## src/avtc_pkg.sv

```systemverilog
// ----------------------------------------------------------------------------
// avtc_pkg
// shared types and constants of the audio/video timestamp corrector
// ----------------------------------------------------------------------------
package avtc_pkg;

    // stamp width of the result, the output field itself stays 32 bits wide
    localparam int STAMP_WIDTH = 32;
    localparam int STAMP_OUT_W = (STAMP_WIDTH < 32) ? STAMP_WIDTH : 32;
    localparam logic [32:0] OUT_MASK_X = (33'd1 << STAMP_OUT_W) - 33'd1;
    localparam logic [31:0] OUT_MASK = OUT_MASK_X[31:0];

    // packet kinds
    localparam logic [1:0] OP_VIDEO = 2'd0;
    localparam logic [1:0] OP_AUDIO = 2'd1;
    localparam logic [1:0] OP_OTHER = 2'd2;

    // configuration register indexes
    localparam logic [2:0] CFG_VIDEO_MAX   = 3'd0;
    localparam logic [2:0] CFG_VIDEO_DFLT  = 3'd1;
    localparam logic [2:0] CFG_AUDIO_MAX   = 3'd2;
    localparam logic [2:0] CFG_AUDIO_DFLT  = 3'd3;
    localparam logic [2:0] CFG_AUDIO_SYNC  = 3'd4;

    // configuration reset values
    localparam logic [15:0] RST_VIDEO_MAX  = 16'd100;
    localparam logic [15:0] RST_VIDEO_DFLT = 16'd40;
    localparam logic [15:0] RST_AUDIO_MAX  = 16'd100;
    localparam logic [15:0] RST_AUDIO_DFLT = 16'd20;

    // audio run counter saturation point
    localparam logic [1:0] RUN_SAT = 2'd2;

    // how the delta unit treats the selected base
    typedef struct packed {
        logic zero_delta;   // pass-through: base plus nothing
        logic adopt_chk;    // first video after audio: adopt audio timing if far off
    } t_avtc_ctl;

endpackage

```

## src/avtc_in_if.sv

```systemverilog
// ----------------------------------------------------------------------------
// avtc_in_if
// packet event channel: valid/ready handshake with kind, header flag and stamp
// ----------------------------------------------------------------------------
interface avtc_in_if;
    logic        valid;
    logic        ready;
    logic [1:0]  op;
    logic        is_codec_header;
    logic [31:0] raw_stamp;

    modport source (output valid, output op, output is_codec_header,
                    output raw_stamp, input ready);
    modport sink   (input valid, input op, input is_codec_header,
                    input raw_stamp, output ready);
endinterface

```

## src/avtc_out_if.sv

```systemverilog
// ----------------------------------------------------------------------------
// avtc_out_if
// corrected timestamp channel: valid/ready handshake with one 32-bit stamp
// ----------------------------------------------------------------------------
interface avtc_out_if;
    logic        valid;
    logic        ready;
    logic [31:0] corrected_stamp;

    modport source (output valid, output corrected_stamp, input ready);
    modport sink   (input valid, input corrected_stamp, output ready);
endinterface

```

## src/avtc_delta_unit.sv

```systemverilog
// ----------------------------------------------------------------------------
// avtc_delta_unit
// measured delta, strict window check, default substitution, clamped add
// ----------------------------------------------------------------------------
module avtc_delta_unit (
    input  logic [31:0]          i_stamp,
    input  logic [31:0]          i_base_raw,
    input  logic [63:0]          i_base_fixed,
    input  logic [15:0]          i_max_delta,
    input  logic [15:0]          i_dflt_delta,
    input  avtc_pkg::t_avtc_ctl  i_ctl,
    output logic [63:0]          o_fixed
);
    import avtc_pkg::*;

    logic signed [33:0] delta;
    logic signed [33:0] max_s;
    logic signed [33:0] dflt_s;
    logic signed [33:0] eff;
    logic        [63:0] base;
    logic signed [65:0] sum;
    logic               in_win;

    assign delta  = $signed({2'b00, i_stamp}) - $signed({2'b00, i_base_raw});
    assign max_s  = $signed({18'd0, i_max_delta});
    assign dflt_s = $signed({18'd0, i_dflt_delta});
    assign in_win = (delta > -max_s) && (delta < max_s);

    always_comb begin
        priority if (i_ctl.zero_delta) begin
            eff  = '0;
            base = i_base_fixed;
        end else if (i_ctl.adopt_chk) begin
            // near enough: own stamp, delta zero; far off: audio timing plus default
            eff  = in_win ? 34'sd0 : dflt_s;
            base = in_win ? {32'd0, i_stamp} : i_base_fixed;
        end else begin
            eff  = in_win ? delta : dflt_s;
            base = i_base_fixed;
        end
    end

    assign sum = $signed({2'b00, base}) + {{32{eff[33]}}, eff};

    // clamp at zero, saturate at the top
    always_comb begin
        priority if (sum[65]) begin
            o_fixed = '0;
        end else if (sum[64]) begin
            o_fixed = '1;
        end else begin
            o_fixed = sum[63:0];
        end
    end

endmodule

```

## src/av_timestamp_corrector.sv

```systemverilog
// ----------------------------------------------------------------------------
// av_timestamp_corrector
// per-packet timestamp jitter correction for a live audio/video stream
// ----------------------------------------------------------------------------
// one packet event enters per cycle (one transaction per clock sustained)
// unless the output stalls, set by the single subtract, window compare and
// clamped 64-bit add between the input register and the per-stream state;
// one corrected stamp leaves per packet, in order, via the input and then the
// result register; video and audio keep their own last raw and corrected
// times, out-of-window deltas are replaced by the stream's default, headers
// and other packets give zero; the user must write configuration through
// i_cfg_we/i_cfg_idx/i_cfg_data while no packet is in flight (unenforced)
module av_timestamp_corrector (
    input  logic        i_clk,
    input  logic        i_rst_n,
    input  logic        i_cfg_we,
    input  logic [2:0]  i_cfg_idx,
    input  logic [15:0] i_cfg_data,
    avtc_in_if.sink     i_pkt,
    avtc_out_if.source  o_res
);
    import avtc_pkg::*;

    // configuration registers
    logic [15:0] r_video_max;
    logic [15:0] r_video_dflt;
    logic [15:0] r_audio_max;
    logic [15:0] r_audio_dflt;
    logic        r_audio_sync;

    // input register
    logic        r_in_valid;
    logic [1:0]  r_in_op;
    logic        r_in_hdr;
    logic [31:0] r_in_stamp;

    // result register
    logic        r_out_valid;
    logic [31:0] r_out_stamp;

    // per-stream state
    logic [31:0] r_video_raw;
    logic        r_video_seen;
    logic [63:0] r_video_fixed;
    logic [31:0] r_audio_raw;
    logic        r_audio_seen;
    logic [63:0] r_audio_fixed;
    logic [1:0]  r_run_cnt;
    logic [1:0]  n_run_cnt;

    // datapath selection
    logic        advance;
    logic        is_video;
    logic        is_audio;
    logic        audio_via_video;
    logic [31:0] sel_base_raw;
    logic [63:0] sel_base_fixed;
    logic [15:0] sel_max;
    logic [15:0] sel_dflt;
    t_avtc_ctl   sel_ctl;
    logic [63:0] new_fixed;
    logic [31:0] n_out_stamp;

    // input stage drains into the result stage whenever that one is free
    assign advance     = r_in_valid && (!r_out_valid || o_res.ready);
    assign i_pkt.ready = !r_in_valid || advance;

    assign o_res.valid           = r_out_valid;
    assign o_res.corrected_stamp = r_out_stamp;

    // configuration writes, unknown indexes are ignored
    always_ff @(posedge i_clk) begin
        if (!i_rst_n) begin
            r_video_max  <= RST_VIDEO_MAX;
            r_video_dflt <= RST_VIDEO_DFLT;
            r_audio_max  <= RST_AUDIO_MAX;
            r_audio_dflt <= RST_AUDIO_DFLT;
            r_audio_sync <= 1'b0;
        end else if (i_cfg_we) begin
            unique case (i_cfg_idx)
                CFG_VIDEO_MAX:  r_video_max  <= i_cfg_data;
                CFG_VIDEO_DFLT: r_video_dflt <= i_cfg_data;
                CFG_AUDIO_MAX:  r_audio_max  <= i_cfg_data;
                CFG_AUDIO_DFLT: r_audio_dflt <= i_cfg_data;
                CFG_AUDIO_SYNC: r_audio_sync <= i_cfg_data[0];
                default: ;
            endcase
        end
    end

    // input register
    always_ff @(posedge i_clk) begin
        if (!i_rst_n) begin
            r_in_valid <= 1'b0;
        end else if (i_pkt.ready) begin
            r_in_valid <= i_pkt.valid;
        end
    end

    always_ff @(posedge i_clk) begin
        if (i_pkt.valid && i_pkt.ready) begin
            r_in_op    <= i_pkt.op;
            r_in_hdr   <= i_pkt.is_codec_header;
            r_in_stamp <= i_pkt.raw_stamp;
        end
    end

    // packet classification; headers and other kinds touch nothing
    assign is_video = !r_in_hdr && (r_in_op == OP_VIDEO);
    assign is_audio = !r_in_hdr && (r_in_op == OP_AUDIO);

    // in sync mode the first audio packet after video runs on the video clock
    assign audio_via_video = r_audio_sync && (r_run_cnt == 2'd0);

    // pick base times and window for the single shared delta unit
    always_comb begin
        sel_base_raw   = r_in_stamp;
        sel_base_fixed = {32'd0, r_in_stamp};
        sel_max        = r_video_max;
        sel_dflt       = r_video_dflt;
        sel_ctl        = '0;
        if (is_video) begin
            if (r_video_seen) begin
                sel_base_raw   = r_video_raw;
                sel_base_fixed = r_video_fixed;
            end else if (r_audio_seen) begin
                // first video: compare against audio, adopt it when far off
                sel_base_raw      = r_audio_raw;
                sel_base_fixed    = r_audio_fixed;
                sel_ctl.adopt_chk = 1'b1;
            end
        end else if (is_audio) begin
            if (audio_via_video) begin
                if (r_video_seen) begin
                    sel_base_raw   = r_video_raw;
                    sel_base_fixed = r_video_fixed;
                end else begin
                    sel_ctl.zero_delta = 1'b1;
                end
            end else begin
                sel_max  = r_audio_max;
                sel_dflt = r_audio_dflt;
                if (r_audio_seen) begin
                    sel_base_raw   = r_audio_raw;
                    sel_base_fixed = r_audio_fixed;
                end else begin
                    sel_ctl.zero_delta = 1'b1;
                end
            end
        end
    end

    avtc_delta_unit u_delta (
        .i_stamp      (r_in_stamp),
        .i_base_raw   (sel_base_raw),
        .i_base_fixed (sel_base_fixed),
        .i_max_delta  (sel_max),
        .i_dflt_delta (sel_dflt),
        .i_ctl        (sel_ctl),
        .o_fixed      (new_fixed)
    );

    // run counter: video clears it, sync-mode audio counts up to two
    always_comb begin
        n_run_cnt = r_run_cnt;
        if (is_video) begin
            n_run_cnt = '0;
        end else if (is_audio && r_audio_sync && (r_run_cnt != RUN_SAT)) begin
            n_run_cnt = r_run_cnt + 2'd1;
        end
    end

    assign n_out_stamp = (is_video || is_audio) ? (new_fixed[31:0] & OUT_MASK) : 32'd0;

    // stream state moves only when a packet leaves the input register
    always_ff @(posedge i_clk) begin
        if (!i_rst_n) begin
            r_video_seen <= 1'b0;
            r_audio_seen <= 1'b0;
            r_video_raw  <= '0;
            r_audio_raw  <= '0;
            r_video_fixed <= '0;
            r_audio_fixed <= '0;
            r_run_cnt    <= '0;
        end else if (advance) begin
            r_run_cnt <= n_run_cnt;
            if (is_video) begin
                r_video_seen  <= 1'b1;
                r_video_raw   <= r_in_stamp;
                r_video_fixed <= new_fixed;
            end
            if (is_audio) begin
                r_audio_seen  <= 1'b1;
                r_audio_raw   <= r_in_stamp;
                r_audio_fixed <= new_fixed;
            end
        end
    end

    // result register
    always_ff @(posedge i_clk) begin
        if (!i_rst_n) begin
            r_out_valid <= 1'b0;
        end else if (advance) begin
            r_out_valid <= 1'b1;
        end else if (o_res.ready) begin
            r_out_valid <= 1'b0;
        end
    end

    always_ff @(posedge i_clk) begin
        if (advance) begin
            r_out_stamp <= n_out_stamp;
        end
    end

endmodule

```

## src/flat_wrapper.sv

```systemverilog
// flat-port wrapper written by rule: the top's interface ports become plain ports
module av_timestamp_corrector_flat import avtc_pkg::*;
  (i_clk, i_rst_n, i_cfg_we, i_cfg_idx, i_cfg_data, i_pkt_valid, i_pkt_op, i_pkt_is_codec_header, i_pkt_raw_stamp, i_pkt_ready, o_res_valid, o_res_corrected_stamp, o_res_ready);
  avtc_in_if i_pkt_i ();
  avtc_out_if o_res_i ();
  input  logic i_clk;
  input  logic i_rst_n;
  input  logic i_cfg_we;
  input  logic [2:0] i_cfg_idx;
  input  logic [15:0] i_cfg_data;
  input wire logic [$bits(i_pkt_i.valid)-1:0] i_pkt_valid;
  input wire logic [$bits(i_pkt_i.op)-1:0] i_pkt_op;
  input wire logic [$bits(i_pkt_i.is_codec_header)-1:0] i_pkt_is_codec_header;
  input wire logic [$bits(i_pkt_i.raw_stamp)-1:0] i_pkt_raw_stamp;
  output wire logic [$bits(i_pkt_i.ready)-1:0] i_pkt_ready;
  output wire logic [$bits(o_res_i.valid)-1:0] o_res_valid;
  output wire logic [$bits(o_res_i.corrected_stamp)-1:0] o_res_corrected_stamp;
  input wire logic [$bits(o_res_i.ready)-1:0] o_res_ready;
  assign i_pkt_i.valid = i_pkt_valid;
  assign i_pkt_i.op = i_pkt_op;
  assign i_pkt_i.is_codec_header = i_pkt_is_codec_header;
  assign i_pkt_i.raw_stamp = i_pkt_raw_stamp;
  assign i_pkt_ready = i_pkt_i.ready;
  assign o_res_valid = o_res_i.valid;
  assign o_res_corrected_stamp = o_res_i.corrected_stamp;
  assign o_res_i.ready = o_res_ready;
  av_timestamp_corrector u_core (.i_clk(i_clk), .i_rst_n(i_rst_n), .i_cfg_we(i_cfg_we), .i_cfg_idx(i_cfg_idx), .i_cfg_data(i_cfg_data), .i_pkt(i_pkt_i), .o_res(o_res_i));
endmodule
```

## config.mk

```make
export PLATFORM = sky130hd
export DESIGN_NAME = av_timestamp_corrector_flat
export DESIGN_NICKNAME = d
export VERILOG_FILES = /design/src/avtc_pkg.sv /design/src/avtc_in_if.sv /design/src/avtc_out_if.sv /design/src/avtc_delta_unit.sv /design/src/av_timestamp_corrector.sv /design/src/flat_wrapper.sv
export SDC_FILE = /design/constraint.sdc
export NUM_CORES = 1
export LEC_CHECK = 0
export BUFFER_PORTS_ARGS = -buffer_cell sky130_fd_sc_hd__buf_2
export CAP_MARGIN = 20
export CORE_ASPECT_RATIO = 1.4
export CORE_MARGIN = 1.5
export CORE_UTILIZATION = 31
export CTS_CLUSTER_SIZE = 40
export DETAILED_ROUTE_END_ITERATION = 10
export SKIP_LAST_GASP = 1
export SLEW_MARGIN = 20
export SYNTH_ARGS = -nofsm -noshare
export SYNTH_HDL_FRONTEND = slang
export SYNTH_SLANG_ARGS = --single-unit
export TNS_END_PERCENT = 10
```

## constraint.sdc

```tcl
create_clock -name i_clk -period 13.5 [get_ports i_clk]
set_input_delay 1.35 -clock i_clk [delete_from_list [all_inputs] [get_ports i_clk]]
set_output_delay 1.35 -clock i_clk [all_outputs]
set_load 0.05 [all_outputs]
```

## Word-level counts from Yosys, hierarchy flattened

Index checks and enable logic that the tools add are counted.

| storage, ports and cells | value |
|---|---|
| word-level logic and storage cells | 96 |
| ROM bits | 0 |
| bits in latches | 0 |
| memory bits (writable) | 0 |
| input bits | 59 |
| memories | 0 |
| bits in registers | 330 |
| output and inout bits | 34 |

| operators by class | value |
|---|---|
| muxes and demuxes | 39 |
| reductions and logical operators | 27 |
| bitwise logic cells | 0 |
| $mul | 0 |
| $add $sub $neg | 4 |
| eq/ne operators | 6 |
| magnitude comparators | 2 |
| shift operators | 0 |
| div/mod/pow operators | 0 |

Operators with widths:

| cell | count |
|---|---|
| $mux 64 | 11 |
| $mux 32 | 6 |
| $mux 16 | 7 |
| $mux 34 | 3 |
| $add 65x34->66 | 1 |
| $gt 34x34->1 | 1 |
| $lt 34x17->1 | 1 |
| $neg 16->34 | 1 |
| $sub 32x32->33 | 1 |
| $reduce_and 2->1 | 8 |
| $mux 1 | 10 |
| $logic_and 1x1->1 | 8 |
| $eq 3x2->1 const B | 2 |
| $logic_not 2->1 | 2 |
| $mux 2 | 2 |
| $reduce_bool 2->1 | 2 |
| $eq 3x1->1 const B | 1 |
| $eq 3x3->1 const B | 1 |
| $logic_not 1->1 | 3 |
| $logic_not 3->1 | 1 |
| $logic_or 1x1->1 | 3 |
| $add 2x1->2 const B | 1 |
| $eq 2x1->1 const B | 1 |
| $ne 2x2->1 const B | 1 |

## Depth between registers and ports, before layout

Gate-level depths: netlist of run 1.

| depth | value |
|---|---|
| depth after elaboration | 14 |
| gate-level depth with buffers | 53 |
| depth with buffers taken out | 49 |

## Hierarchy

Synthesis of run 1 repeated with hierarchy kept, for this count alone.

| unflattened totals | value |
|---|---|
| cell total of the unflattened synthesis | 3103 |
| area total of the unflattened synthesis | 25987.4 um^2 |

Modules (own cells, without submodules):

| module | cells an instance | area an instance (um^2) | times used |
|---|---|---|---|
| av_timestamp_corrector | 1838 | 17473.0 | 1 |
| avtc_delta_unit | 1265 | 8514.4 | 1 |

## Worst setup path after synthesis of run 1

OpenSTA, ideal clock, no wires.

| timing | value |
|---|---|
| kind | reg2reg |
| from | register u_core.r_run_cnt[0] |
| to | register u_core.r_audio_fixed[62] |
| clock period less this slack | 11.071 ns |
| arrival | 10.942 ns |
| stages on the path, launching flop included | 44 |
| buffers on the path | 1 |
| library setup time | 0.128 ns |
| path slack | 2.429 ns |
| cells stage by stage | dfxtp_1 > inv_1 > ha_1 > nand2_1 > nand2_1 > nand2_1 > clkbuf_1 > nor2_1 > or3_1 > o211ai_1 > o21ai_0 > fa_1 > a21o_1 > a221oi_1 > o31ai_1 > a21oi_1 > o21ai_0 > xnor2_1 > [8 not listed] > maj3_1 > a21o_1 > a2111oi_2 > o21a_2 > nor3_1 > ha_1 > and4_1 > and3_1 > a221o_1 > o311ai_0 > o21ai_0 > a221oi_1 > o21ai_0 > a211oi_1 > xor2_1 > nand2_1 > a22oi_1 > o21ai_0 |

| on the way | value |
|---|---|
| cells in the longest elaborated chain, start to end | 14 |
| elaborated cells between the ends (all ways) | 32 |

RTL lines:

| what | RTL line | source |
|---|---|---|
| from (decl) | av_timestamp_corrector.sv:48 | `logic [1:0] r_run_cnt;` |
| from (signal assigned) | av_timestamp_corrector.sv:186 | `r_run_cnt <= n_run_cnt;` |
| $logic_not 2->1 * | av_timestamp_corrector.sv:113 | `assign audio_via_video = r_audio_sync && (r_run_cnt == 2'd0);` |
| $logic_and 1x1->1 * | av_timestamp_corrector.sv:113 |  |
| $mux 32 / $mux 16 (equally long branches) | av_timestamp_corrector.sv:133 | `if (audio_via_video) begin` |
| $mux 32 / $mux 16 (equally long branches) | av_timestamp_corrector.sv:132 | `end else if (is_audio) begin` |
| $mux 32 / $mux 16 (equally long branches) | av_timestamp_corrector.sv:122 | `if (is_video) begin` |
| $sub 32x32->33 / $neg 16->34 (equally long branches) | avtc_delta_unit.sv:24, avtc_delta_unit.sv:27 |  |
| $gt 34x34->1 / $lt 34x17->1 (equally long branches) | avtc_delta_unit.sv:27 | `assign in_win = (delta > -max_s) && (delta < max_s);` |
| $logic_and 1x1->1 | avtc_delta_unit.sv:27 |  |
| $mux 64 (tied with other cells) | avtc_delta_unit.sv:36 | `base = in_win ? {32'd0, i_stamp} : i_base_fixed;` |
| $mux 64 / $mux 34 (equally long branches) | avtc_delta_unit.sv:33 | `end else if (i_ctl.adopt_chk) begin` |
| $mux 64 / $mux 34 (equally long branches) | avtc_delta_unit.sv:30 | `priority if (i_ctl.zero_delta) begin` |
| $add 65x34->66 * | avtc_delta_unit.sv:43 | `assign sum = $signed({2'b00, base}) + {{32{eff[33]}}, eff};` |
| $mux 64 | avtc_delta_unit.sv:49 | `end else if (sum[64]) begin` |
| $mux 64 * | avtc_delta_unit.sv:47 | `priority if (sum[65]) begin` |
| to (signal assigned) | av_timestamp_corrector.sv:195 | `r_audio_fixed <= new_fixed;` |
| to (decl) | av_timestamp_corrector.sv:47 | `logic [63:0] r_audio_fixed;` |

Mark *: on every way between the ends. The rest lies on a longest branch, timed or not.
A chain may end at the register's enable or synchronous reset.

## Worst setup path in the final report of run 1

| timing | value |
|---|---|
| from | register u_core.r_run_cnt[0] |
| to | register u_core.r_video_fixed[38] |

| on the way | value |
|---|---|
| cells in the longest elaborated chain, start to end | 14 |
| elaborated cells between the ends (all ways) | 32 |

RTL lines:

| what | RTL line | source |
|---|---|---|
| $logic_not 2->1 * | av_timestamp_corrector.sv:113 |  |
| $logic_and 1x1->1 * | av_timestamp_corrector.sv:113 |  |
| $mux 32 / $mux 16 (equally long branches) | av_timestamp_corrector.sv:133 |  |
| $mux 32 / $mux 16 (equally long branches) | av_timestamp_corrector.sv:132 |  |
| $mux 32 / $mux 16 (equally long branches) | av_timestamp_corrector.sv:122 |  |
| $sub 32x32->33 / $neg 16->34 (equally long branches) | avtc_delta_unit.sv:24, avtc_delta_unit.sv:27 |  |
| $gt 34x34->1 / $lt 34x17->1 (equally long branches) | avtc_delta_unit.sv:27 |  |
| $logic_and 1x1->1 | avtc_delta_unit.sv:27 |  |
| $mux 64 (tied with other cells) | avtc_delta_unit.sv:36 |  |
| $mux 64 / $mux 34 (equally long branches) | avtc_delta_unit.sv:33 |  |
| $mux 64 / $mux 34 (equally long branches) | avtc_delta_unit.sv:30 |  |
| $add 65x34->66 * | avtc_delta_unit.sv:43 |  |
| $mux 64 | avtc_delta_unit.sv:49 |  |
| $mux 64 * | avtc_delta_unit.sv:47 |  |
| to (signal assigned) | av_timestamp_corrector.sv:190 | `r_video_fixed <= new_fixed;` |
| to (decl) | av_timestamp_corrector.sv:44 | `logic [63:0] r_video_fixed;` |

Marks and branches as above.

==> results by group, run 1 <==
Global routing
  – Vias in the first global route: around 22,000
  – First-pass GRT wire length: 128,500 um
  – Initial antenna violation count: 0
  – Largest net degree at the start of global routing: between 100 and 150
  – GR Util All Layers: 21.54%
  – Total grt overflow: 0

Hold path
  – Hold path depth: 2
  – Hold_sp: u_core.r_video_fixed[39]$_SDFFE_PN0P_
  – Hold Path End: u_core.r_video_fixed[39]$_SDFFE_PN0P_
  – Min-delay worst type: reg -> reg

Die
  – Starting Density: 31.27%
  – Chip height: 326.2 um
  – Die width: ~230 um
  – Row cnt: between 100 and 150
  – # IOs: 93
  – Core Box Area: around 0.074 mm^2
  – Die area: 0.07630 mm^2

Cells and area
  – P&R area growth vs syn: 11.11%
  – Layout cells sized above 1: 8.069%
  – Final nets: 3,262
  – Diodes inserted: 0

STA
  – Final setup violation count: 0
  – Min cycle time layout: roughly 13,000 ps
  – Setup TNS: 0 ps
  – Clock skew: 36.28 ps
  – Slew @ Worst Pin: between 1000 and 1500 ps
  – Maximum clock frequency: 0.07794 GHz
  – Max Slew Vio Count: 0
  – Final period utilization: 95.04%
  – RSZ-0062 raised after global routing: yes
  – Slew HR: 29.97%
  – Final number of hold-violating endpoints: 0
  – Min Hold Slack: 453.9 ps

Power
  – Leak: 10.00 nW
  – Comb power frac: 25.7%
  – Pwr dens: between 100 and 150 mW/mm^2
  – VDD IR max: 0.06782 mV
  – Sequential power share: 37.6%
  – Pint: 0.001865 W
  – Clock share of power: 36.7%
  – Sw Pwr: 0.0009787 W
  – Switching Share: around a third

Worst setup path
  – CP Launch Type: register
  – Crit path arrival time: 13,320 ps
  – Critical path class: reg -> reg
  – CP bufs+invs: 5
  – Max FO, Critical Path: 62
  – Delay-heaviest family, CP: compound AO/OA/AOI/OAI gates
  – Slowest-stage cell, CP: a2111oi_2
  – Worst R2R End: u_core.r_video_fixed[38]$_SDFFE_PN0P_
  – CP most frequent cell: o21ai_0
  – R2r setup slk: about 670 ps
  – CP required: 13,990 ps
  – CP peak stage delay: around 700 ps
  – Worst reg2reg startpoint: u_core.r_run_cnt[0]$_SDFFE_PN0P_
  – Worst setup EP type: register
  – Cells on worst reg2reg path: 45

Clocking
  – # H-tree levels: 2
  – CTS sink count: 330
  – Post-CTS Hold Buffers: 0
  – Clock Path Buffers: 3
  – CTS root buf: clkbuf_16
  – Setup Buffers After CTS: 0
  – Clk pin slew, worst setup/hold paths: 60 ps
  – Total CTS buffers: 38
  – CTS tree: built
  – Worst-skew pair later-pin latency: 600 ps

Logic synthesis
  – Synth Flop Type: dfxtp_1
  – Post-synthesis sequential area ratio: between 30% and 40%
  – Number of flops mapped to enable cells by yosys: 67
  – Mean Syn Cell Area: about 7.5 um^2
  – Synth Warn #: 0
  – Distinct cells, synth: 83
  – FFs w/ async S/R, synth: 0%
  – Register bit total from synthesis: 330
  – Cell Area, Synth: 0.02313 mm^2
  – Syn nets: between 3,000 and 4,000
  – Syn Inst Count: 3,078

Route
  – Iter 0 DRT Violations: 1,882
  – DRT antenna net count: 0
  – Vias: 22,750
  – Avg WL per Cell: 20.79 um
  – Post-Route WL: about 84,000 um
  – DR DRC count: 0
  – 1st-pass router iterations: 5
  – Vias/cell: 5.623

Place
  – DP Wirelength: 60,750 um
  – IO buf count: 92
  – GPL Wtd Cong: 0.9788

Status
  – Outcome: finished, final reports clean

Job
  – Max-cap viol count: 0
cells in the final DEF, fill, tap and decap left out, drive strengths merged, types with 6 or more instances in the layout:
cell    count
a21o       49
dfxtp     263
clkbuf     50
mux2       30
inv        52
buf       144
a22o        8
nand2b     14
or2         7
nor3       39
a31oi      17
clkinv     11
mux2i      21
ha        144
a22oi      41
o211ai     41
or3        69
nor2b      54
o21bai     13
a211oi     24
nor2      296
and3       27
xnor2      63
nand3      58
nand2     524
or4        10
and2       15
edfxtp     67
nand4      34
o22ai      66
a221oi     10
o31ai       6
o21a       36
xor2       34
a21oi     282
a21boi    127
nor4        6
o21ai     267
and4        6
stage by stage:
step                      area, um^2  instances  total power, W  setup slack (ps)  utilization [%]
after floorplan                23130       3078        0.001578              2429                -
final                          25700       4046        0.002844             669.6            34.75
after detailed placement       24470       3977        0.001809             118.9            33.09
after CTS                      25680       4046        0.002852             95.69            34.72
after global routing           25700       4046        0.002963            -67.47            34.75
after global placement         24470       3977        0.001809             417.6            33.09
kinds of logic after synthesis:
group | count (synthesis) | synth area share (%)
muxes | 51 | 2.369
and+or+nand+nor | 1169 | 22.48
adders and majority gates | 147 | 8.005
AOI/OAI and AO/OA | 1030 | 27.71
DFF | 330 | 31.46
buffers and inverters | 254 | 4.305
xor gates and xnor gates | 97 | 3.672
cells in the mapped netlist (9+ instances only):
library cell    n  share of area (%)
o21ai_1        26               0.56
mux2i_1        21               0.91
or4_1           9               0.29
nand2b_1       14               0.38
a21oi_1       282                6.1
nor3_1         37               0.80
buf_2           9               0.19
xnor2_1        63                2.4
and2_1         15               0.41
a211oi_1       21               0.68
o211ai_1       40                1.3
o21bai_1       13               0.42
nand4_1        34               0.92
a21boi_0      127                4.1
dfxtp_1       263                 23
o22ai_1        66                1.8
buf_1          14               0.23
a22oi_1        41                1.3
o21a_1         35                1.1
ha_1          144                7.8
a221oi_1       10               0.38
and3_1         27               0.73
nor2_1        296                4.8
clkbuf_1      177                2.9
a21o_1         49                1.6
or3_1          69                1.9
mux2_1         24                1.2
nor2b_1        54                1.5
xor2_1         34                1.3
nand3_1        58                1.3
inv_1          47               0.76
nand2_1       524                8.5
edfxtp_1       67                8.7
o21ai_0       241                5.2
a31oi_1        17               0.46
state kept, by name (all words and copies together) (netlist names), 2 cells and up:
signal and flops:
u_core.o_res.corrected_stamp 32, u_core.r_audio_dflt 16, u_core.r_audio_fixed 64, u_core.r_audio_max 16, u_core.r_audio_raw 32, u_core.r_in_op 2, u_core.r_in_stamp 32, u_core.r_run_cnt 2
u_core.r_video_dflt 16, u_core.r_video_fixed 64, u_core.r_video_max 16, u_core.r_video_raw 32
routing by layer:
layer / share of wire (%) / global-route usage (%) / routed length [um]
met5: 0 / 0 / 0
met3: 4.8 / 2.374 / 4032
met2: 48 / 36.70 / 40450
met4: 4.5 / 9.476 / 3824
met1: 43 / 27.18 / 35810
worst register-to-register path: cells and delay by family, from the launching register on:
family	cells	cell delay (ps)
xor gates and xnor gates	1	280
buffers and inverters	5	1320
adders and majority gates	5	1780
and+or+nand+nor	15	3450
DFF	1	320
AOI/OAI and AO/OA	18	5180
muxes	1	420
worst max-delay path by stage:
| stage | from | to | slack (ps) | cells after the start |
|---|---|---|---|---|
| global placement | u_core.r_run_cnt[0]$_SDFFE_PN0P_ | u_core.r_video_fixed[59]$_SDFFE_PN0P_ | 420 | 46 |
| finish | u_core.r_run_cnt[0]$_SDFFE_PN0P_ | u_core.r_video_fixed[38]$_SDFFE_PN0P_ | 670 | 45 |
| global route | u_core.r_run_cnt[0]$_SDFFE_PN0P_ | u_core.r_video_fixed[44]$_SDFFE_PN0P_ | -70 | 46 |
| detailed placement | u_core.r_run_cnt[0]$_SDFFE_PN0P_ | u_core.r_video_fixed[59]$_SDFFE_PN0P_ | 120 | 46 |
| CTS | u_core.r_run_cnt[0]$_SDFFE_PN0P_ | u_core.r_audio_fixed[59]$_SDFFE_PN0P_ | 100 | 46 |
| floorplan | u_core.r_run_cnt[0]$_SDFFE_PN0P_ | u_core.r_audio_fixed[62]$_SDFFE_PN0P_ | 2430 | 43 |
power groups by stage:
stage | sequential, W | combinational [W] | clock [W]
floorplan | 0.00110 | 0.000482 | 0
global placement | 0.00109 | 0.000718 | 0
detailed placement | 0.00109 | 0.000719 | 0
CTS | 0.00107 | 0.000723 | 0.00106
global route | 0.00107 | 0.000796 | 0.00110
finish | 0.00107 | 0.000731 | 0.00104
what timing repair did:
item,in CTS,in global routing
setup endpoints to repair,0,152
endpoints found under the hold margin,0,0
gates resized for setup,0,7
layout make-up:
cell class / instances / area [um^2]
repair buffers: 144 / 882.1
fillers: 7864 / 48270
flip-flops and latches: 330 / 7284
inverters: 49 / 185.2
clock buffers: 50 / 1026
well taps: 960 / 1201
multi-input cells: 2494 / 14940
clock inverters: 19 / 180.2
Note: power is estimated with default switching activity, not from simulation.
==> inputs of run 2 (changes only) <==
--- a/config.mk
+++ b/config.mk
@@ -10,11 +10,14 @@
 export CORE_ASPECT_RATIO = 1.4
 export CORE_MARGIN = 1.5
 export CORE_UTILIZATION = 31
+export CTS_CLUSTER_DIAMETER = 100
 export CTS_CLUSTER_SIZE = 40
 export DETAILED_ROUTE_END_ITERATION = 10
+export PLACE_DENSITY_LB_ADDON = 0.3
 export SKIP_LAST_GASP = 1
 export SLEW_MARGIN = 20
 export SYNTH_ARGS = -nofsm -noshare
 export SYNTH_HDL_FRONTEND = slang
+export SYNTH_HIERARCHICAL = 1
 export SYNTH_SLANG_ARGS = --single-unit
 export TNS_END_PERCENT = 10
==> results by group, run 2 <==
Status
  – Outcome: finished, violations left (was finished, final reports clean)
  – Failing checks: DRC

Logic synthesis
  – Post-synthesis sequential area ratio: 28.00% (was 31.46%)
  – Share of the synthesized area in the top cell type: 20.26% (was 22.76%)
  – Most frequent cell after synthesis: a21oi_1 (was nand2_1)
  – Top post-synthesis cells by count: a21oi_1 (435), dfxtp_1 (263), nand2_1 (225) (was nand2_1 (524), nor2_1 (296), a21oi_1 (282))
  – Cell taking the most area after synthesis: dfxtp_1 (unchanged)
  – Synth Flop Type: dfxtp_1 (unchanged)
  – Synth Warn #: 6 (was 0)
  – Mean Syn Cell Area: 8.375 um^2 (was 7.516 um^2)
  – Ranking of synthesized cells by area: dfxtp_1 (20%), a21oi_1 (8.4%), edfxtp_1 (7.7%) (was dfxtp_1 (23%), edfxtp_1 (8.7%), nand2_1 (8.5%))
  – Cell Area, Synth: 0.02599 mm^2 (was 0.02313 mm^2)
  – FFs w/ async S/R, synth: 0% (unchanged)
  – Syn Inst Count: 3,103 (was 3,078)
  – Register bit total from synthesis: 330 (unchanged)
  – Syn nets: 3,312 (was 3,283)
  – Number of flops mapped to enable cells by yosys: 67 (unchanged)
  – Distinct cells, synth: 82 (was 83)

Global routing
  – Vias in the first global route: 23,550 (was 21,670)
  – First-pass GRT wire length: 135,700 um (was 128,500 um)
  – Largest net degree at the start of global routing: 126 (was 103)
  – Total grt overflow: 0 (unchanged)
  – Initial antenna violation count: 5 (was 0)
  – GR Util All Layers: 19.73% (was 21.54%)

Place
  – DP Wirelength: 59,030 um (was 60,750 um)
  – Placed instance area: 0.02686 mm^2 (was 0.02447 mm^2)
  – IO buf count: 92 (unchanged)
  – GPL Wtd Cong: 0.9074 (was 0.9788)

Die
  – Row cnt: 125 (was 118)
  – Die width: 247.7 um (was 233.9 um)
  – # IOs: 93 (unchanged)
  – Die area: 0.08560 mm^2 (was 0.07630 mm^2)
  – Chip height: 345.6 um (was 326.2 um)
  – Starting Density: 31.29% (was 31.27%)
  – Core Box Area: 0.08305 mm^2 (was 0.07397 mm^2)

Cells and area
  – Multi-input gate area: 0.01699 mm^2 (was 0.01494 mm^2)
  – Diodes inserted: 0 (unchanged)
  – Most common library cell in the layout ignoring fill and taps: a21oi_1 (was nand2_1)
  – Reg area: 0.007288 mm^2 (was 0.007284 mm^2)
  – Final nets: 3,149 (was 3,262)
  – Most frequent cells in the layout: a21oi_1 (435), dfxtp_1 (260), nand2_1 (225), nand4_1 (218), ha_1 (148) (was nand2_1 (522), nor2_1 (295), a21oi_1 (281), dfxtp_1 (261), o21ai_0 (240))
  – Layout cells sized above 1: 12.96% (was 8.069%)
  – Biggest registers after layout: u_core/r_audio_fixed: 64 flops, u_core/r_video_fixed: 64 flops (was u_core.r_audio_fixed: 64 flops, u_core.r_video_fixed: 64 flops)
  – P&R area growth vs syn: 5.330% (was 11.11%)
  – Fill count: 8,750 (was 7,864)
  – Final core occ: 32.96% (was 34.75%)
  – Finished layout cell area: 0.02737 mm^2 (was 0.02570 mm^2)

Route
  – Vias: 24,120 (was 22,750)
  – DRT antenna net count: 0 (unchanged)
  – DR DRC count: 6 (was 0)
  – 1st-pass router iterations: 10 (was 5)
  – Vias/cell: 5.989 (was 5.623)
  – Post-Route WL: 87,590 um (was 84,110 um)
  – Avg WL per Cell: 21.75 um (was 20.79 um)
  – Iter 0 DRT Violations: 1,766 (was 1,882)

Job
  – Max-cap viol count: 0 (unchanged)

Hold path
  – Hold Path End: u_core/r_audio_max[4]$_SDFFE_PN0P_ (was u_core.r_video_fixed[39]$_SDFFE_PN0P_)
  – Min-delay worst type: reg -> reg (unchanged)
  – Hold_sp: u_core/r_audio_max[4]$_SDFFE_PN0P_ (was u_core.r_video_fixed[39]$_SDFFE_PN0P_)
  – Hold path depth: 2 (unchanged)

Worst setup path
  – Cells on worst reg2reg path: 40 (was 45)
  – CP Launch Type: register (unchanged)
  – CP most frequent cell: a21oi_1 (was o21ai_0)
  – R2r setup slk: 1040 ps (was 670 ps)
  – Max FO, Critical Path: 40 (was 62)
  – Worst setup EP type: register (unchanged)
  – Worst reg2reg startpoint: u_core/r_in_op[0]$_DFFE_PP_ (was u_core.r_run_cnt[0]$_SDFFE_PN0P_)
  – Worst R2R End: u_core/o_res.corrected_stamp[8]$_SDFFCE_PN0P_ (was u_core.r_video_fixed[38]$_SDFFE_PN0P_)
  – CP bufs+invs: 4 (was 5)
  – Critical path class: reg -> reg (unchanged)
  – CP required: 13,840 ps (was 13,990 ps)
  – Slowest-stage cell, CP: nor2_4 (was a2111oi_2)
  – Crit path arrival time: 12,800 ps (was 13,320 ps)
  – CP peak stage delay: 800 ps (was 690 ps)
  – Delay-heaviest family, CP: compound AO/OA/AOI/OAI gates (unchanged)

Clocking
  – Clk pin slew, worst setup/hold paths: 150 ps (was 60 ps)
  – CTS tree: built (unchanged)
  – # H-tree levels: 1 (was 2)
  – Total CTS buffers: 15 (was 38)
  – Post_cts resized: 0 (unchanged)
  – Post-CTS Hold Buffers: 0 (unchanged)
  – Worst-skew pair later-pin latency: 570 ps (was 600 ps)
  – Setup Buffers After CTS: 0 (unchanged)
  – CTS root buf: clkbuf_16 (unchanged)
  – Clock Path Buffers: 3 (unchanged)
  – CTS sink count: 330 (unchanged)

STA
  – Slew HR: 24.70% (was 29.97%)
  – RSZ-0062 raised after global routing: no (was yes)
  – Final setup violation count: 0 (unchanged)
  – Setup TNS: 0 ps (unchanged)
  – Clock skew: 41.94 ps (was 36.28 ps)
  – Min cycle time layout: 12,460 ps (was 12,830 ps)
  – Final period utilization: 92.28% (was 95.04%)
  – Maximum clock frequency: 0.08027 GHz (was 0.07794 GHz)
  – Max Slew Vio Count: 0 (unchanged)
  – Final number of hold-violating endpoints: 0 (unchanged)
  – Slew @ Worst Pin: 1129 ps (was 1050 ps)

Power
  – Leak: 9.768 nW (was 10.00 nW)
  – Pwr dens: 97.49 mW/mm^2 (was 110.6 mW/mm^2)
  – Tot Pwr: 0.002668 W (was 0.002844 W)
  – VDD IR max: 0.06958 mV (was 0.06782 mV)
[run 2: cell types whose count changed after synthesis, moves of 63 or more]
cell and delta:
nand2_1 -299, and2_1 +63, nand4_1 +184, mux2_2 +108, a21boi_0 -119, buf_2 +67, mux2i_1 +119, a21oi_1 +153
o31ai_2 +69, nor2_1 -206, o21ai_0 -184, o31ai_1 +125
[run 2: metrics by stage]
stage / std cells / hold WS (ps) / setup WS (ps)
floorplan: 3103 / 432.2 / 3966
global placement: 4002 / 438.7 / 1136
detailed placement: 4002 / 444.4 / 1165
CTS: 4027 / 461.8 / 1136
global route: 4027 / 478.2 / 368.6
finish: 4027 / 461.0 / 1043
[run 2: worst max-delay path by stage]
stage | slack (ps) | cells past startpoint | end | start
CTS | 1140 | 40 | u_core/o_res.corrected_stamp[8]$_SDFFCE_PN0P_ | u_core/r_in_op[0]$_DFFE_PP_
global placement | 1140 | 40 | u_core/o_res.corrected_stamp[8]$_SDFFCE_PN0P_ | u_core/r_in_op[0]$_DFFE_PP_
floorplan | 3970 | 42 | u_core/o_res.corrected_stamp[10]$_SDFFCE_PN0P_ | u_core/r_run_cnt[0]$_SDFFE_PN0P_
global route | 370 | 38 | u_core/o_res.corrected_stamp[14]$_SDFFCE_PN0P_ | u_core/r_in_op[0]$_DFFE_PP_
detailed placement | 1160 | 41 | u_core/o_res.corrected_stamp[8]$_SDFFCE_PN0P_ | u_core/r_in_op[0]$_DFFE_PP_
finish | 1040 | 40 | u_core/o_res.corrected_stamp[8]$_SDFFCE_PN0P_ | u_core/r_in_op[0]$_DFFE_PP_
[run 2: where the power goes]
part	switching, W	leakage (nW)	total, W	internal [W]
Combinational	0.000639	6.74	0.000975	0.000337
Sequential	0.0000419	2.79	0.00108	0.00104
Clock	0.000386	0.246	0.000613	0.000228
[run 2: routing by layer]
metal | GRT usage (%) | wire (um) | vias to the layer above
met5 | 0 | 54 | -
met4 | 7.471 | 3276 | 8
met3 | 1.994 | 3976 | 165
met2 | 36.14 | 44990 | 638
met1 | 23.26 | 35290 | 11930
li1 | - | - | 11380
[run 2: logic make-up (layout without fill, tap and decap cells)]
| group | after synthesis | count (layout) | share of synthesized area (%) |
|---|---|---|---|
| XOR/XNOR | 91 | 91 | 3.096 |
| buffers and inverters | 417 | 262 | 6.981 |
| flip-flops | 330 | 330 | 28.00 |
| AO/OA/AOI/OAI | 1055 | 1055 | 27.50 |
| multiplexers | 268 | 268 | 10.94 |
| adder cells (fa/ha/maj) | 150 | 150 | 7.280 |
| AND/OR/NAND/NOR | 792 | 792 | 16.20 |
[run 2: area by class of cell]
| cell class | instances | area share, % |
|---|---|---|
| multi-input combinational | 2356 | 62.07 |
| sequential | 330 | 26.63 |
| tap | 1079 | 4.932 |
| timing repair buffer | 143 | 3.172 |
| clock buffer | 16 | 1.385 |
| inverter | 94 | 1.344 |
| clock inverter | 9 | 0.4708 |
[run 2: tightest hold or removal path, stage by stage (launching register included)]
cell	delay (ps)
dfxtp_1	330
nand2_1	50
a21oi_1	50
